--- config.mk ---
export PLATFORM = sky130hd
export DESIGN_NAME = time_signal_frame_encoder_core
export DESIGN_NICKNAME = d
export VERILOG_FILES = /design/src/hdl/tsfe_pkg.sv /design/src/hdl/tsfe_dut1.sv /design/src/hdl/tsfe_calendar.sv /design/src/hdl/tsfe_tjd_digits.sv /design/src/hdl/time_signal_frame_encoder_core.sv
export SDC_FILE = /design/constraint.sdc
export NUM_CORES = 2
export LEC_CHECK = 0
export ABC_CLOCK_PERIOD_IN_PS = 17780
export BUFFER_PORTS_ARGS = -buffer_cell sky130_fd_sc_hd__buf_4
export CORE_UTILIZATION = 40
export CTS_BUF_LIST = sky130_fd_sc_hd__clkbuf_8
export DETAILED_ROUTE_END_ITERATION = 10
export GPL_TIMING_DRIVEN = 1
export SYNTH_ARGS = -nofsm -noshare
export SYNTH_HDL_FRONTEND = slang
export SYNTH_SLANG_ARGS = --single-unit
--- constraint.sdc ---
create_clock -name i_clk -period 17.78 [get_ports i_clk]
set_input_delay 0.889 -clock i_clk [delete_from_list [all_inputs] [get_ports i_clk]]
set_output_delay 0.889 -clock i_clk [all_outputs]
set_load 0.03 [all_outputs]
--- src/hdl/tsfe_pkg.sv ---
// Package for the time signal frame encoder: frame type, calendar constants
// and the small BCD and bit-placement helpers shared by the pipeline stages.
// No dependencies.
package tsfe_pkg;

    localparam int unsigned FRAME_W = 60;

    // JDN offset plus the truncated Julian day epoch, folded into one term.
    localparam logic [22:0] TJD_BASE = 23'd2472046;
    localparam logic [13:0] YEAR_SHIFT = 14'd4800;

    // Second positions of the least significant BCD bit of each field.
    localparam int unsigned TJD_TOP     = 33;
    localparam int unsigned YEAR_TOP    = 32;
    localparam int unsigned MONTH_TOP   = 37;
    localparam int unsigned WEEKDAY_TOP = 40;
    localparam int unsigned DAY_TOP     = 46;
    localparam int unsigned HOUR_TOP    = 52;
    localparam int unsigned MINUTE_TOP  = 59;

    typedef struct packed {
        logic [FRAME_W-1:0] first;
        logic [FRAME_W-1:0] second;
    } t_frame;

    // Low nibbles of floor(tjd / 10^k) for k = 0..4.
    typedef struct packed {
        logic [3:0] q0;
        logic [3:0] q1;
        logic [3:0] q2;
        logic [3:0] q3;
        logic [3:0] q4;
    } t_tjd_nibbles;

    // Two-digit BCD of a value below 100; tens found by reciprocal multiply.
    function automatic logic [7:0] bcd2(input logic [6:0] v);
        logic [14:0] prod;
        logic [3:0]  tens;
        logic [6:0]  tens_x10;
        prod     = 15'(v) * 15'(205);
        tens     = prod[14:11];
        tens_x10 = 7'(tens) * 7'(10);
        return {tens, 4'(v - tens_x10)};
    endfunction

    // Bit i of code goes to second (top - i), for i below n.
    function automatic logic [FRAME_W-1:0] place_bits(input logic [15:0] code,
                                                      input int unsigned top,
                                                      input int unsigned n);
        logic [FRAME_W-1:0] r;
        r = '0;
        for (int unsigned i = 0; i < 16; i++) begin
            if (i < n) begin
                r[6'(top - i)] = code[i];
            end
        end
        return r;
    endfunction

    // floor((153 * m + 2) / 5) for the March-based month index of each month.
    function automatic logic [8:0] month_offset(input logic [3:0] month);
        logic [8:0] r;
        case (month)
            4'd0:    r = 9'd275;
            4'd1:    r = 9'd306;
            4'd2:    r = 9'd337;
            4'd3:    r = 9'd0;
            4'd4:    r = 9'd31;
            4'd5:    r = 9'd61;
            4'd6:    r = 9'd92;
            4'd7:    r = 9'd122;
            4'd8:    r = 9'd153;
            4'd9:    r = 9'd184;
            4'd10:   r = 9'd214;
            4'd11:   r = 9'd245;
            4'd12:   r = 9'd275;
            4'd13:   r = 9'd306;
            4'd14:   r = 9'd337;
            default: r = 9'd367;
        endcase
        return r;
    endfunction

endpackage

--- src/hdl/tsfe_dut1.sv ---
// DUT1 code decoder: turns the signed millisecond DUT1 value into the unary
// coarse and fine symbol bits of the frame. Depends on tsfe_pkg.
module tsfe_dut1 import tsfe_pkg::*; (
    input  logic signed [10:0] i_dut1_ms,
    output t_frame             o_code
);

    localparam logic [21:0] DIV100_MULT = 22'd2622;
    localparam logic [21:0] DIV20_MULT  = 22'd3277;

    logic        neg;
    logic [10:0] mag;
    logic [10:0] s100;
    logic [10:0] s20;
    logic [21:0] p100;
    logic [21:0] p20;
    logic [3:0]  q100;
    logic [5:0]  q20;
    logic [7:0]  fdiff;
    logic [7:0]  fabs;
    logic [3:0]  cmag;
    logic [2:0]  fmag;
    logic        c_neg;
    logic        f_neg;

    always_comb begin
        neg   = i_dut1_ms[10];
        mag   = neg ? 11'(~i_dut1_ms + 11'sd1) : 11'(i_dut1_ms);
        // Rounded magnitudes, half away from zero.
        s100  = mag + 11'd50;
        p100  = 22'(s100) * DIV100_MULT;
        q100  = p100[21:18];
        s20   = mag + 11'd10;
        p20   = 22'(s20) * DIV20_MULT;
        q20   = p20[21:16];
        fdiff = 8'(q20) - 8'(q100) * 8'(5);
        fabs  = fdiff[7] ? 8'(-fdiff) : fdiff;
        fmag  = (fabs > 8'd4) ? 3'd4 : fabs[2:0];
        cmag  = (q100 > 4'd8) ? 4'd8 : q100;
        c_neg = neg && (q100 != 4'd0);
        f_neg = (fdiff != 8'd0) && (neg ^ fdiff[7]);

        o_code = '0;
        for (int i = 0; i < 8; i++) begin
            if (4'(i) < cmag) begin
                if (c_neg) begin
                    o_code.second[9 + i] = 1'b1;
                end else begin
                    o_code.second[1 + i] = 1'b1;
                end
            end
        end
        for (int i = 0; i < 4; i++) begin
            if (3'(i) < fmag) begin
                if (c_neg) begin
                    o_code.first[3 + i] = 1'b1;
                end else begin
                    o_code.first[11 + i] = 1'b1;
                end
            end
        end
        if (f_neg) begin
            if (c_neg) begin
                o_code.first[7] = 1'b1;
            end else begin
                o_code.first[15] = 1'b1;
            end
        end
    end

endmodule

--- src/hdl/tsfe_calendar.sv ---
// Calendar stages: day number from year, month and day, clamped truncated
// Julian day, year modulo 100 and the BCD time fields. Depends on tsfe_pkg.
module tsfe_calendar import tsfe_pkg::*; (
    input  logic               i_clk,
    input  logic               i_adv,
    input  logic [11:0]        i_year,
    input  logic [3:0]         i_month,
    input  logic [4:0]         i_day,
    input  logic [2:0]         i_weekday,
    input  logic [4:0]         i_hour,
    input  logic [5:0]         i_minute,
    output logic [19:0]        o_tjd,
    output logic [6:0]         o_ymod,
    output logic [FRAME_W-1:0] o_first
);

    localparam logic [23:0] DIV25_MULT    = 24'd5243;
    localparam logic [24:0] YEAR_DIV_MULT = 25'd5243;

    // First stage: day number pieces.
    logic               am;
    logic [13:0]        y;
    logic [11:0]        q4;
    logic [23:0]        p25;
    logic [22:0]        y365;
    logic [24:0]        pyear;
    logic [22:0]        n_base;
    logic [6:0]         n_q100;
    logic [5:0]         n_yq;
    logic [FRAME_W-1:0] n_fields;
    logic [22:0]        r_base;
    logic [6:0]         r_q100;
    logic [5:0]         r_yq;
    logic [11:0]        r_year;
    logic [FRAME_W-1:0] r_fields;

    // Second stage: clamped day count and two-digit year.
    logic [22:0]        tjd_full;
    logic [11:0]        year_x100;
    logic [19:0]        n_tjd;
    logic [6:0]         n_ymod;
    logic [19:0]        r_tjd;
    logic [6:0]         r_ymod;
    logic [FRAME_W-1:0] r_first;

    always_comb begin
        am     = (i_month <= 4'd2);
        y      = YEAR_SHIFT + 14'(i_year) - 14'(am);
        q4     = y[13:2];
        p25    = 24'(q4) * DIV25_MULT;
        y365   = 23'(y) * 23'(365);
        n_base = 23'(i_day) + 23'(month_offset(i_month)) + y365 + 23'(q4) - TJD_BASE;
        n_q100 = p25[23:17];
        pyear  = 25'(i_year) * YEAR_DIV_MULT;
        n_yq   = pyear[24:19];
        n_fields = place_bits(16'(bcd2(7'(i_month))), MONTH_TOP, 5)
                 | place_bits(16'(i_weekday), WEEKDAY_TOP, 3)
                 | place_bits(16'(bcd2(7'(i_day))), DAY_TOP, 6)
                 | place_bits(16'(bcd2(7'(i_hour))), HOUR_TOP, 6)
                 | place_bits(16'(bcd2(7'(i_minute))), MINUTE_TOP, 7);
    end

    always_comb begin
        // Subtract floor(y/100), add floor(y/400).
        tjd_full  = r_base - 23'(r_q100) + 23'(r_q100[6:2]);
        n_tjd     = tjd_full[22] ? 20'd0 : tjd_full[19:0];
        year_x100 = 12'(r_yq) * 12'(100);
        n_ymod    = 7'(r_year - year_x100);
    end

    always_ff @(posedge i_clk) begin
        if (i_adv) begin
            r_base   <= n_base;
            r_q100   <= n_q100;
            r_yq     <= n_yq;
            r_year   <= i_year;
            r_fields <= n_fields;
            r_tjd    <= n_tjd;
            r_ymod   <= n_ymod;
            r_first  <= r_fields;
        end
    end

    assign o_tjd   = r_tjd;
    assign o_ymod  = r_ymod;
    assign o_first = r_first;

endmodule

--- src/hdl/tsfe_tjd_digits.sv ---
// Decimal split of the truncated Julian day by parallel reciprocal multiplies,
// and placement of the BCD year in the first symbols. Depends on tsfe_pkg.
module tsfe_tjd_digits import tsfe_pkg::*; (
    input  logic               i_clk,
    input  logic               i_adv,
    input  logic [19:0]        i_tjd,
    input  logic [6:0]         i_ymod,
    input  logic [FRAME_W-1:0] i_first,
    output t_tjd_nibbles       o_nibbles,
    output logic [FRAME_W-1:0] o_first
);

    localparam logic [40:0] DIV10_MULT    = 41'd1677722;
    localparam logic [40:0] DIV100_MULT   = 41'd1342178;
    localparam logic [40:0] DIV1000_MULT  = 41'd1073742;
    localparam logic [40:0] DIV10000_MULT = 41'd1717987;

    logic [40:0]        p10;
    logic [40:0]        p100;
    logic [40:0]        p1000;
    logic [40:0]        p10000;
    t_tjd_nibbles       n_nibbles;
    logic [FRAME_W-1:0] n_first;
    t_tjd_nibbles       r_nibbles;
    logic [FRAME_W-1:0] r_first;

    always_comb begin
        p10    = 41'(i_tjd) * DIV10_MULT;
        p100   = 41'(i_tjd) * DIV100_MULT;
        p1000  = 41'(i_tjd) * DIV1000_MULT;
        p10000 = 41'(i_tjd) * DIV10000_MULT;
        n_nibbles.q0 = i_tjd[3:0];
        n_nibbles.q1 = p10[27:24];
        n_nibbles.q2 = p100[30:27];
        n_nibbles.q3 = p1000[33:30];
        n_nibbles.q4 = p10000[37:34];
        n_first = i_first | place_bits(16'(bcd2(i_ymod)), YEAR_TOP, 8);
    end

    always_ff @(posedge i_clk) begin
        if (i_adv) begin
            r_nibbles <= n_nibbles;
            r_first   <= n_first;
        end
    end

    assign o_nibbles = r_nibbles;
    assign o_first   = r_first;

endmodule

--- src/hdl/time_signal_frame_encoder_core.sv ---
// Top level of the time signal minute frame encoder: input register, calendar
// and digit stages, frame assembly with parity, and the output register.
// Depends on tsfe_pkg, tsfe_dut1, tsfe_calendar and tsfe_tjd_digits.
//
// Usage: each input transaction carries one UTC timestamp (year, month, day,
// ISO weekday, hour, minute) and produces exactly one output transaction
// holding a 60-second frame as two 60-bit symbol words, bit s for second s.
// Both channels use valid/ready; a transaction completes on a rising edge
// where valid and ready are both high.
// The DUT1 value in milliseconds is written through i_cfg_wr_en and
// i_cfg_dut1_ms; it is decoded into its unary symbol bits right at the write,
// and every frame assembled after the write uses the new value.
// The pipeline has five register stages (input, day number, clamped day
// count, decimal digits, output) and takes one timestamp per cycle while
// the receiver does not stall.
// When the receiver stalls, the whole pipeline holds and o_in_ready falls
// only while a finished frame waits and the receiver keeps i_out_ready low.
// Synchronous active-low reset empties the pipeline and sets DUT1 to zero.
module time_signal_frame_encoder_core import tsfe_pkg::*; (
    input  logic               i_clk,
    input  logic               i_rst_n,
    // Configuration write port.
    input  logic               i_cfg_wr_en,
    input  logic signed [10:0] i_cfg_dut1_ms,
    // Timestamp input channel.
    input  logic               i_in_valid,
    output logic               o_in_ready,
    input  logic [11:0]        i_year,
    input  logic [3:0]         i_month,
    input  logic [4:0]         i_day,
    input  logic [2:0]         i_weekday,
    input  logic [4:0]         i_hour,
    input  logic [5:0]         i_minute,
    // Frame output channel.
    output logic               o_out_valid,
    input  logic               i_out_ready,
    output logic [FRAME_W-1:0] o_first_symbol_bits,
    output logic [FRAME_W-1:0] o_second_symbol_bits
);

    // The pipeline moves as one unit whenever the output register is free or
    // its frame is being taken this cycle.
    logic               adv;

    // Valid flags of the input, day number, day count and digit stages.
    logic [3:0]         r_valid;
    logic               r_out_valid;

    // Decoded DUT1 symbol bits, held from the last configuration write.
    t_frame             dut1_code;
    t_frame             r_dut1;

    // Input register.
    logic [11:0]        r_year;
    logic [3:0]         r_month;
    logic [4:0]         r_day;
    logic [2:0]         r_weekday;
    logic [4:0]         r_hour;
    logic [5:0]         r_minute;

    logic [19:0]        cal_tjd;
    logic [6:0]         cal_ymod;
    logic [FRAME_W-1:0] cal_first;
    t_tjd_nibbles       dig_nibbles;
    logic [FRAME_W-1:0] dig_first;

    // Frame assembly.
    logic [15:0]        tjd_bcd;
    logic [FRAME_W-1:0] n_first;
    logic [FRAME_W-1:0] n_second;
    logic [FRAME_W-1:0] r_first;
    logic [FRAME_W-1:0] r_second;

    assign adv        = !r_out_valid || i_out_ready;
    assign o_in_ready = adv;

    tsfe_dut1 u_dut1 (
        .i_dut1_ms (i_cfg_dut1_ms),
        .o_code    (dut1_code)
    );

    tsfe_calendar u_calendar (
        .i_clk     (i_clk),
        .i_adv     (adv),
        .i_year    (r_year),
        .i_month   (r_month),
        .i_day     (r_day),
        .i_weekday (r_weekday),
        .i_hour    (r_hour),
        .i_minute  (r_minute),
        .o_tjd     (cal_tjd),
        .o_ymod    (cal_ymod),
        .o_first   (cal_first)
    );

    tsfe_tjd_digits u_tjd_digits (
        .i_clk     (i_clk),
        .i_adv     (adv),
        .i_tjd     (cal_tjd),
        .i_ymod    (cal_ymod),
        .i_first   (cal_first),
        .o_nibbles (dig_nibbles),
        .o_first   (dig_first)
    );

    always_comb begin
        // Each decimal digit is floor(t/10^k) - 10*floor(t/10^(k+1)); only the
        // low nibbles matter because the digit itself fits in four bits.
        tjd_bcd[3:0]   = dig_nibbles.q0 - 4'(dig_nibbles.q1 * 4'd10);
        tjd_bcd[7:4]   = dig_nibbles.q1 - 4'(dig_nibbles.q2 * 4'd10);
        tjd_bcd[11:8]  = dig_nibbles.q2 - 4'(dig_nibbles.q3 * 4'd10);
        tjd_bcd[15:12] = dig_nibbles.q3 - 4'(dig_nibbles.q4 * 4'd10);

        // The minute marker opens both symbol words.
        n_first  = dig_first | r_dut1.first | FRAME_W'(1);
        n_second = r_dut1.second | place_bits(tjd_bcd, TJD_TOP, 16) | FRAME_W'(1);

        // Even parity over the day count halves and the BCD field groups.
        n_second[49] = ^n_second[25:18];
        n_second[50] = ^n_second[33:26];
        n_second[53] = ^n_first[24:19];
        n_second[54] = ^n_first[32:25];
        n_second[55] = ^n_first[40:33];
        n_second[56] = ^n_first[46:41];
        n_second[57] = ^n_first[52:47];
        n_second[58] = ^n_first[59:53];
    end

    // Control state: stage valid flags and the DUT1 code register.
    always_ff @(posedge i_clk) begin
        if (!i_rst_n) begin
            r_valid     <= '0;
            r_out_valid <= 1'b0;
            r_dut1      <= '0;
        end else begin
            if (adv) begin
                r_valid     <= {r_valid[2:0], i_in_valid};
                r_out_valid <= r_valid[3];
            end
            if (i_cfg_wr_en) begin
                r_dut1 <= dut1_code;
            end
        end
    end

    // Payload registers follow the pipeline advance and need no reset.
    always_ff @(posedge i_clk) begin
        if (adv) begin
            r_year    <= i_year;
            r_month   <= i_month;
            r_day     <= i_day;
            r_weekday <= i_weekday;
            r_hour    <= i_hour;
            r_minute  <= i_minute;
            r_first   <= n_first;
            r_second  <= n_second;
        end
    end

    assign o_out_valid          = r_out_valid;
    assign o_first_symbol_bits  = r_first;
    assign o_second_symbol_bits = r_second;

endmodule
-- Word level (Yosys, flattened, before mapping)
Memories as Yosys holds them, arrays and structs flattened. A register that Yosys moved wholly into a read port is not among the register bits.
Cells that the tools add are included.
- reductions and logical operators: 14
- multipliers: 25
- bitwise gates (word level): 9
- add/sub/neg operators: 23
- $lt $le $gt $ge: 15
- multiplexer cells: 33
- operators by type and width (operator ; count):
    $or 60x16->60 ; 1
    $or 60x33->60 ; 1
    $or 60x47->60 ; 1
    $or 60x53->60 ; 1
    $or 60x60->60 ; 1
    $or 38x41->41 ; 1
    $mul 20x21->38 const B ; 1
    $sub 4x4->4 ; 9
    $or 17x34->34 ; 1
    $mul 20x20->33 const B ; 1
    $reduce_xor 8->1 ; 4
    $mul 20x20->30 const B ; 1
    $mux 1 ; 28
    $mul 20x20->27 const B ; 1
    $mul 5x8->13 const B ; 2
    $mul 12x13->25 const B ; 1
    $mul 12x13->24 const B ; 1
    $add 23x12->23 ; 1
    $add 23x23->23 ; 1
    $add 23x5->23 ; 1
    $mul 14x9->23 const B ; 1
    $sub 23x22->23 const B ; 1
    $sub 23x7->23 ; 1
    $mul 11x12->22 const B ; 1
    40 further kinds ; 56
- memories: 1
- memory bits (read-only): 144
- input port bits: 51
- bits in registers: 454
- output and inout port bits: 122
- logic and storage cells: 146
- memory list (memory ; words ; width ; read ports ; clocked after memory_dff ; write ports ; RTL line ; text):
    (name not given) ; 16 ; 9 ; 1 ; 1 ; 0 ; tsfe_pkg.sv:63 ; case (month)

-- Depth between registers and ports, before layout
- word-level depth: 13
- mapped depth: 45
- gate-level depth less buffers: 44

-- Modules after synthesis
From an unflattened synthesis, not the netlist that was laid out.
- cell total of the unflattened synthesis: 5267
- area, all modules: 57676.6 um^2
- modules (own cells, without submodules) (module ; seq. area each (um^2) ; instances ; cells an instance ; area each (um^2)):
    tsfe_tjd_digits ; 2402.3 ; 1 ; 2277 ; 24524.8
    tsfe_calendar ; 3693.5 ; 1 ; 1574 ; 16677.2
    time_signal_frame_encoder_core ; 6896.6 ; 1 ; 676 ; 10102.2
    tsfe_dut1 ; 0.0 ; 1 ; 740 ; 6372.4

-- Worst setup path after synthesis
Ideal clock, no wire load.
- path type: input-to-reg
- start: in i_cfg_dut1_ms[10]
- end: reg r_dut1[73] (netlist name)
- setup slack: 7.281 ns
- arrival: 10.377 ns
- stages on the path: 42
- path buffers: 3
- cell sequence: clkbuf_1 clkbuf_1 nor2b_1 xnor2_1 inv_1 ha_1 a21boi_0 and2_1 nor2_1 xnor2_1 xnor2_1 ha_1 ha_1 inv_1 fa_1 inv_1 fa_1 inv_1 (+6 left out) o21ai_1 o21bai_1 a21oi_1 o21bai_1 xnor2_1 ha_1 fa_1 inv_1 ha_1 clkbuf_1 a21o_1 a21oi_1 o22ai_1 a211oi_1 and3b_1 o2111ai_1 or2_1 a221o_1
- word-level cells in the longest chain between the ends: 13
- elaborated cells between the ends (all ways): 18
- classes of those cells: add/sub: 5; mul: 3; order compare: 2; mux: 5; bitwise: 1; reduce/logical: 2
- RTL lines (element ; RTL line ; text):
    from (decl) ; time_signal_frame_encoder_core.sv:24 ; input logic signed [10:0] i_cfg_dut1_ms,
    $not 11->11 ; tsfe_dut1.sv:28 ; mag = neg ? 11'(~i_dut1_ms + 11'sd1) : 11'(i_dut1_ms);
    $add 11x2->11 ; tsfe_dut1.sv:28 ;
    $mux 11 ; tsfe_dut1.sv:28 ;
    $add 11x6->11 ; tsfe_dut1.sv:30 ; s100 = mag + 11'd50;
    $mul 11x11->21 ; tsfe_dut1.sv:31 ; p100 = 22'(s100) * DIV100_MULT;
    $mul 4x3->7 ; tsfe_dut1.sv:36 ; fdiff = 8'(q20) - 8'(q100) * 8'(5);
    $sub 6x7->8 ; tsfe_dut1.sv:36 ;
    $neg 8->8 ; tsfe_dut1.sv:37 ; fabs = fdiff[7] ? 8'(-fdiff) : fdiff;
    $mux 8 ; tsfe_dut1.sv:37 ;
    $gt 8x3->1 ; tsfe_dut1.sv:38 ; fmag = (fabs > 8'd4) ? 3'd4 : fabs[2:0];
    $mux 3 ; tsfe_dut1.sv:38 ;
    $lt 2x3->1 ; tsfe_dut1.sv:54 ; if (3'(i) < fmag) begin
    $mux 1 (*) ; tsfe_dut1.sv:54 ;
    to (signal assigned) ; time_signal_frame_encoder_core.sv:141 ; r_dut1 <= dut1_code;
    to (decl) ; time_signal_frame_encoder_core.sv:51 ; t_frame r_dut1;
Mark *: on every way between the ends. The rest lies on a longest branch, timed or not.
A chain may end at the register's enable or synchronous reset.

-- Worst setup path after layout
- start: in i_cfg_dut1_ms[0]
- end: reg r_dut1[64] (netlist name)
- word-level cells in the longest chain between the ends: 13
- elaborated cells between the ends (all ways): 18
- classes of those cells: add/sub: 5; mul: 3; order compare: 2; mux: 5; bitwise: 1; reduce/logical: 2
- RTL lines (element ; RTL line):
    $not 11->11 ; tsfe_dut1.sv:28
    $add 11x2->11 ; tsfe_dut1.sv:28
    $mux 11 (*) ; tsfe_dut1.sv:28
    $add 11x6->11 ; tsfe_dut1.sv:30
    $mul 11x11->21 ; tsfe_dut1.sv:31
    $mul 4x3->7 ; tsfe_dut1.sv:36
    $sub 6x7->8 ; tsfe_dut1.sv:36
    $neg 8->8 ; tsfe_dut1.sv:37
    $mux 8 ; tsfe_dut1.sv:37
    $gt 8x3->1 ; tsfe_dut1.sv:38
    $mux 3 ; tsfe_dut1.sv:38
    $lt 1x3->1 ; tsfe_dut1.sv:54
    $mux 1 (*) ; tsfe_dut1.sv:54
Marked as above.

==> impl_metrics.tcl <==
set metrics [dict create \
    routed-wl-met2_um 53460 \
    status "complete, no violations" \
    antenna_found_initial 1 \
    final-seq-area_um2 9689 \
    post_dp_cell_area_um2 53410 \
    wirelength_um 108800 \
    fill_cells 11590 \
    firstDrtPassIters 5 \
    syn_area_um2 50280 \
    fin_tns_setup_ps 0 \
    cts_setup_buffers 0 \
    h-tree-depth 2 \
    area_growth_pct 8.622 \
    worst_r2r_path_depth 34 \
    multiInputGateArea_um2 35630 \
    grt_pass1_vias 33200 \
    cp_max_fo 11 \
    post_route_cells_drive_above_1_share_pct 6.269 \
    cts-resized-gates 0 \
    hold_viol 0 \
    grt_first_pass_wirelength_um 178800 \
    clk_pin_slew_ps 60 \
    root_buffer "clkbuf_8" \
    maxCapViolCount 0 \
    ys_seq_area_share_pct 19.27 \
    hold_slack_ps 406.4 \
    avgSynthCellArea_um2 11.03 \
    hold_depth 1 \
    period_minus_slack_ps 11310 \
    synth.distinct_cells 87 \
    avgRoutedWirePerCell_um 16.85 \
    core_area_um2 124100 \
    pin_count 173 \
    dp_hpwl_um 91000 \
    max_stage_delay_ps 700 \
    m1WireLength_um 48150 \
    postCtsHoldBufs 0 \
    cts_buffers 56 \
    postSynthCellCount 4557 \
    cts_tree "yes" \
    drc_errors 0 \
    synth-seq-cells 336 \
    rsz0062_at_grt "false" \
    port_buffers 136 \
    grt_overflow 0 \
    required_ps 18310 \
    fin_area_um2 54620 \
    critPathKind "primary input to flop" \
    async_flop_share_pct 0 \
    via_per_inst 4.732 \
    report.final.slew_viol_count 0 \
    die-area_um2 127100 \
    fin_crit_sh_pct 63.61 \
    clock_skew_ps 30.95 \
    start_util_pct 40.51 \
    fp.dieW_um 356.6 \
    nNetsFinal 6650 \
    rrSetupSlack_ps 8420 \
    grt_max_degree 121 \
    crit_arrival_ps 11840 \
    ys.flop_type "edfxtp_1" \
    clock_latency_ps 660 \
    cts.sink_count 336 \
    ys_warn_count 0 \
    hold_start "i_day[4]" \
    clock_path_buffers 3 \
    place_congestion 0.9028 \
    drt_iter0_markers 1175 \
    max_freq_mhz 88.42 \
    wl_met3_um 4185 \
    cp-start-kind "primary input" \
    num_vias 30540 \
    rr_startpoint "r_month[2]" \
    antenna_left 0 \
    worst_pin_slew_ps 1213 \
    grt_util_all_layers_pct 17.95 \
    synth-edff-count 296 \
    die_h_um 356.6 \
    routed.top_layer "met4" \
    endpoint_kind "flop" \
    fp-row-count 129 \
    finalSetupViolCount 0 \
    relSlewSlack_pct 18.86 \
    cp_slowest_cell "xnor2_1" \
    hp-class "primary input to flop" \
    whs_endpoint "r_day[4]" \
    worstReg2RegEnd "u_calendar.r_q100[6]" \
]
[through the flow]
step	utilization, %	cells	setup slack (ps)
2_1_floorplan	-	4591	7281
3_3_place_gp	43.03	6349	6050
3_5_place_dp	43.03	6349	5778
4_1_cts	44.00	6454	6476
5_1_grt	44.00	6455	5501
6_report	44.00	6455	6470
[cells in the final DEF, fill, tap and decap left out, types with 12 or more instances in the layout]
cell	instances
inv_1	1273
ha_1	1106
fa_1	723
edfxtp_1	296
xnor2_1	202
buf_4	173
nor2_1	108
a21oi_1	107
nand2_1	83
a21o_1	77
o21ai_0	71
clkbuf_8	60
xor2_1	54
nor2b_1	46
dfxtp_1	40
conb_1	36
nor3_1	33
o21a_1	25
nand3_1	23
nand2b_1	21
a21boi_0	20
or2_2	18
a31oi_1	15
a211oi_1	14
o21bai_1	12
[cell type report]
cell class                 instances  area share [%]
multi-input combinational       2942           65.24
antenna                            1        0.004582
inverter                        1261           8.680
tap                             1637           3.750
timing repair buffer             173           2.378
clock inverter                    45          0.6918
clock buffer                      60           1.512
sequential                       336           17.74
[synthesized netlist by cell type, drive strengths merged (12+ instances only)]
cell,number,area [um^2]
a211oi,14,105.1
a21boi,22,168.9
a21o,78,586.8
a21oi,107,535.5
a31oi,16,115.1
buf,42,315.3
dfxtp,40,800.8
edfxtp,296,8889
fa,723,14470
ha,1106,13840
inv,1261,4733
nand2,83,311.6
nand2b,21,131.4
nand3,23,115.1
nor2,109,416.7
nor2b,46,287.8
nor3,34,175.2
o21a,25,187.7
o21ai,77,389.1
o21bai,12,90.09
or2,21,133.9
xnor2,205,1841
xor2,55,489.2
[registers in the layout, summed over array words and instances (netlist names), 5 cells and up, named ones only]
signal	flops
o_first_symbol_bits	45
o_second_symbol_bits	39
u_tjd_digits.o_first	35
u_calendar.o_first	27
u_calendar.r_fields	27
r_dut1	26
u_calendar.r_base	23
u_calendar.o_tjd	20
u_tjd_digits.o_nibbles	19
r_year	12
u_calendar.o_ymod	7
u_calendar.r_q100	7
u_calendar.r_year	7
r_minute	6
r_day	5
r_hour	5
u_calendar.r_yq	5
[metal layers]
layer	up-vias	GRT usage (%)
li1	14930	-
met1	15040	23.68
met2	446	30.92
met3	126	2.066
met4	0	5.167
met5	-	0
[worst max-delay path: cells and delay by family]
family,cells,cell delay (ps)
adders and majority gates,11,4230
AOI/OAI and AO/OA,13,2940
muxes,1,310
xor gates and xnor gates,4,1780
and+or+nand+nor,7,980
buffers and inverters,8,690
[how the worst max path moves through the flow]
stage,from,end,slack [ps],cells after the start
2_1_floorplan,i_cfg_dut1_ms[10],r_dut1[73],7280,42
3_3_place_gp,i_cfg_dut1_ms[0],r_dut1[64],6050,44
3_5_place_dp,i_cfg_dut1_ms[0],r_dut1[64],5780,43
4_1_cts,i_cfg_dut1_ms[0],r_dut1[64],6480,43
5_1_grt,i_cfg_dut1_ms[0],r_dut1[64],5500,44
6_report,i_cfg_dut1_ms[0],r_dut1[64],6470,44
[kinds of logic after synthesis]
kind of cell	synth area share (%)
AO/OA/AOI/OAI	5.562
XOR/XNOR	4.633
adder cells (fa/ha/maj)	56.31
buffers and inverters	10.12
flip-flops	19.27
multiplexers	0.2016
other	0.01494
AND/OR/NAND/NOR	3.897
Power is not shown: default switching activity piles up to over one toggle a cycle in this logic, so the estimate is an artifact.
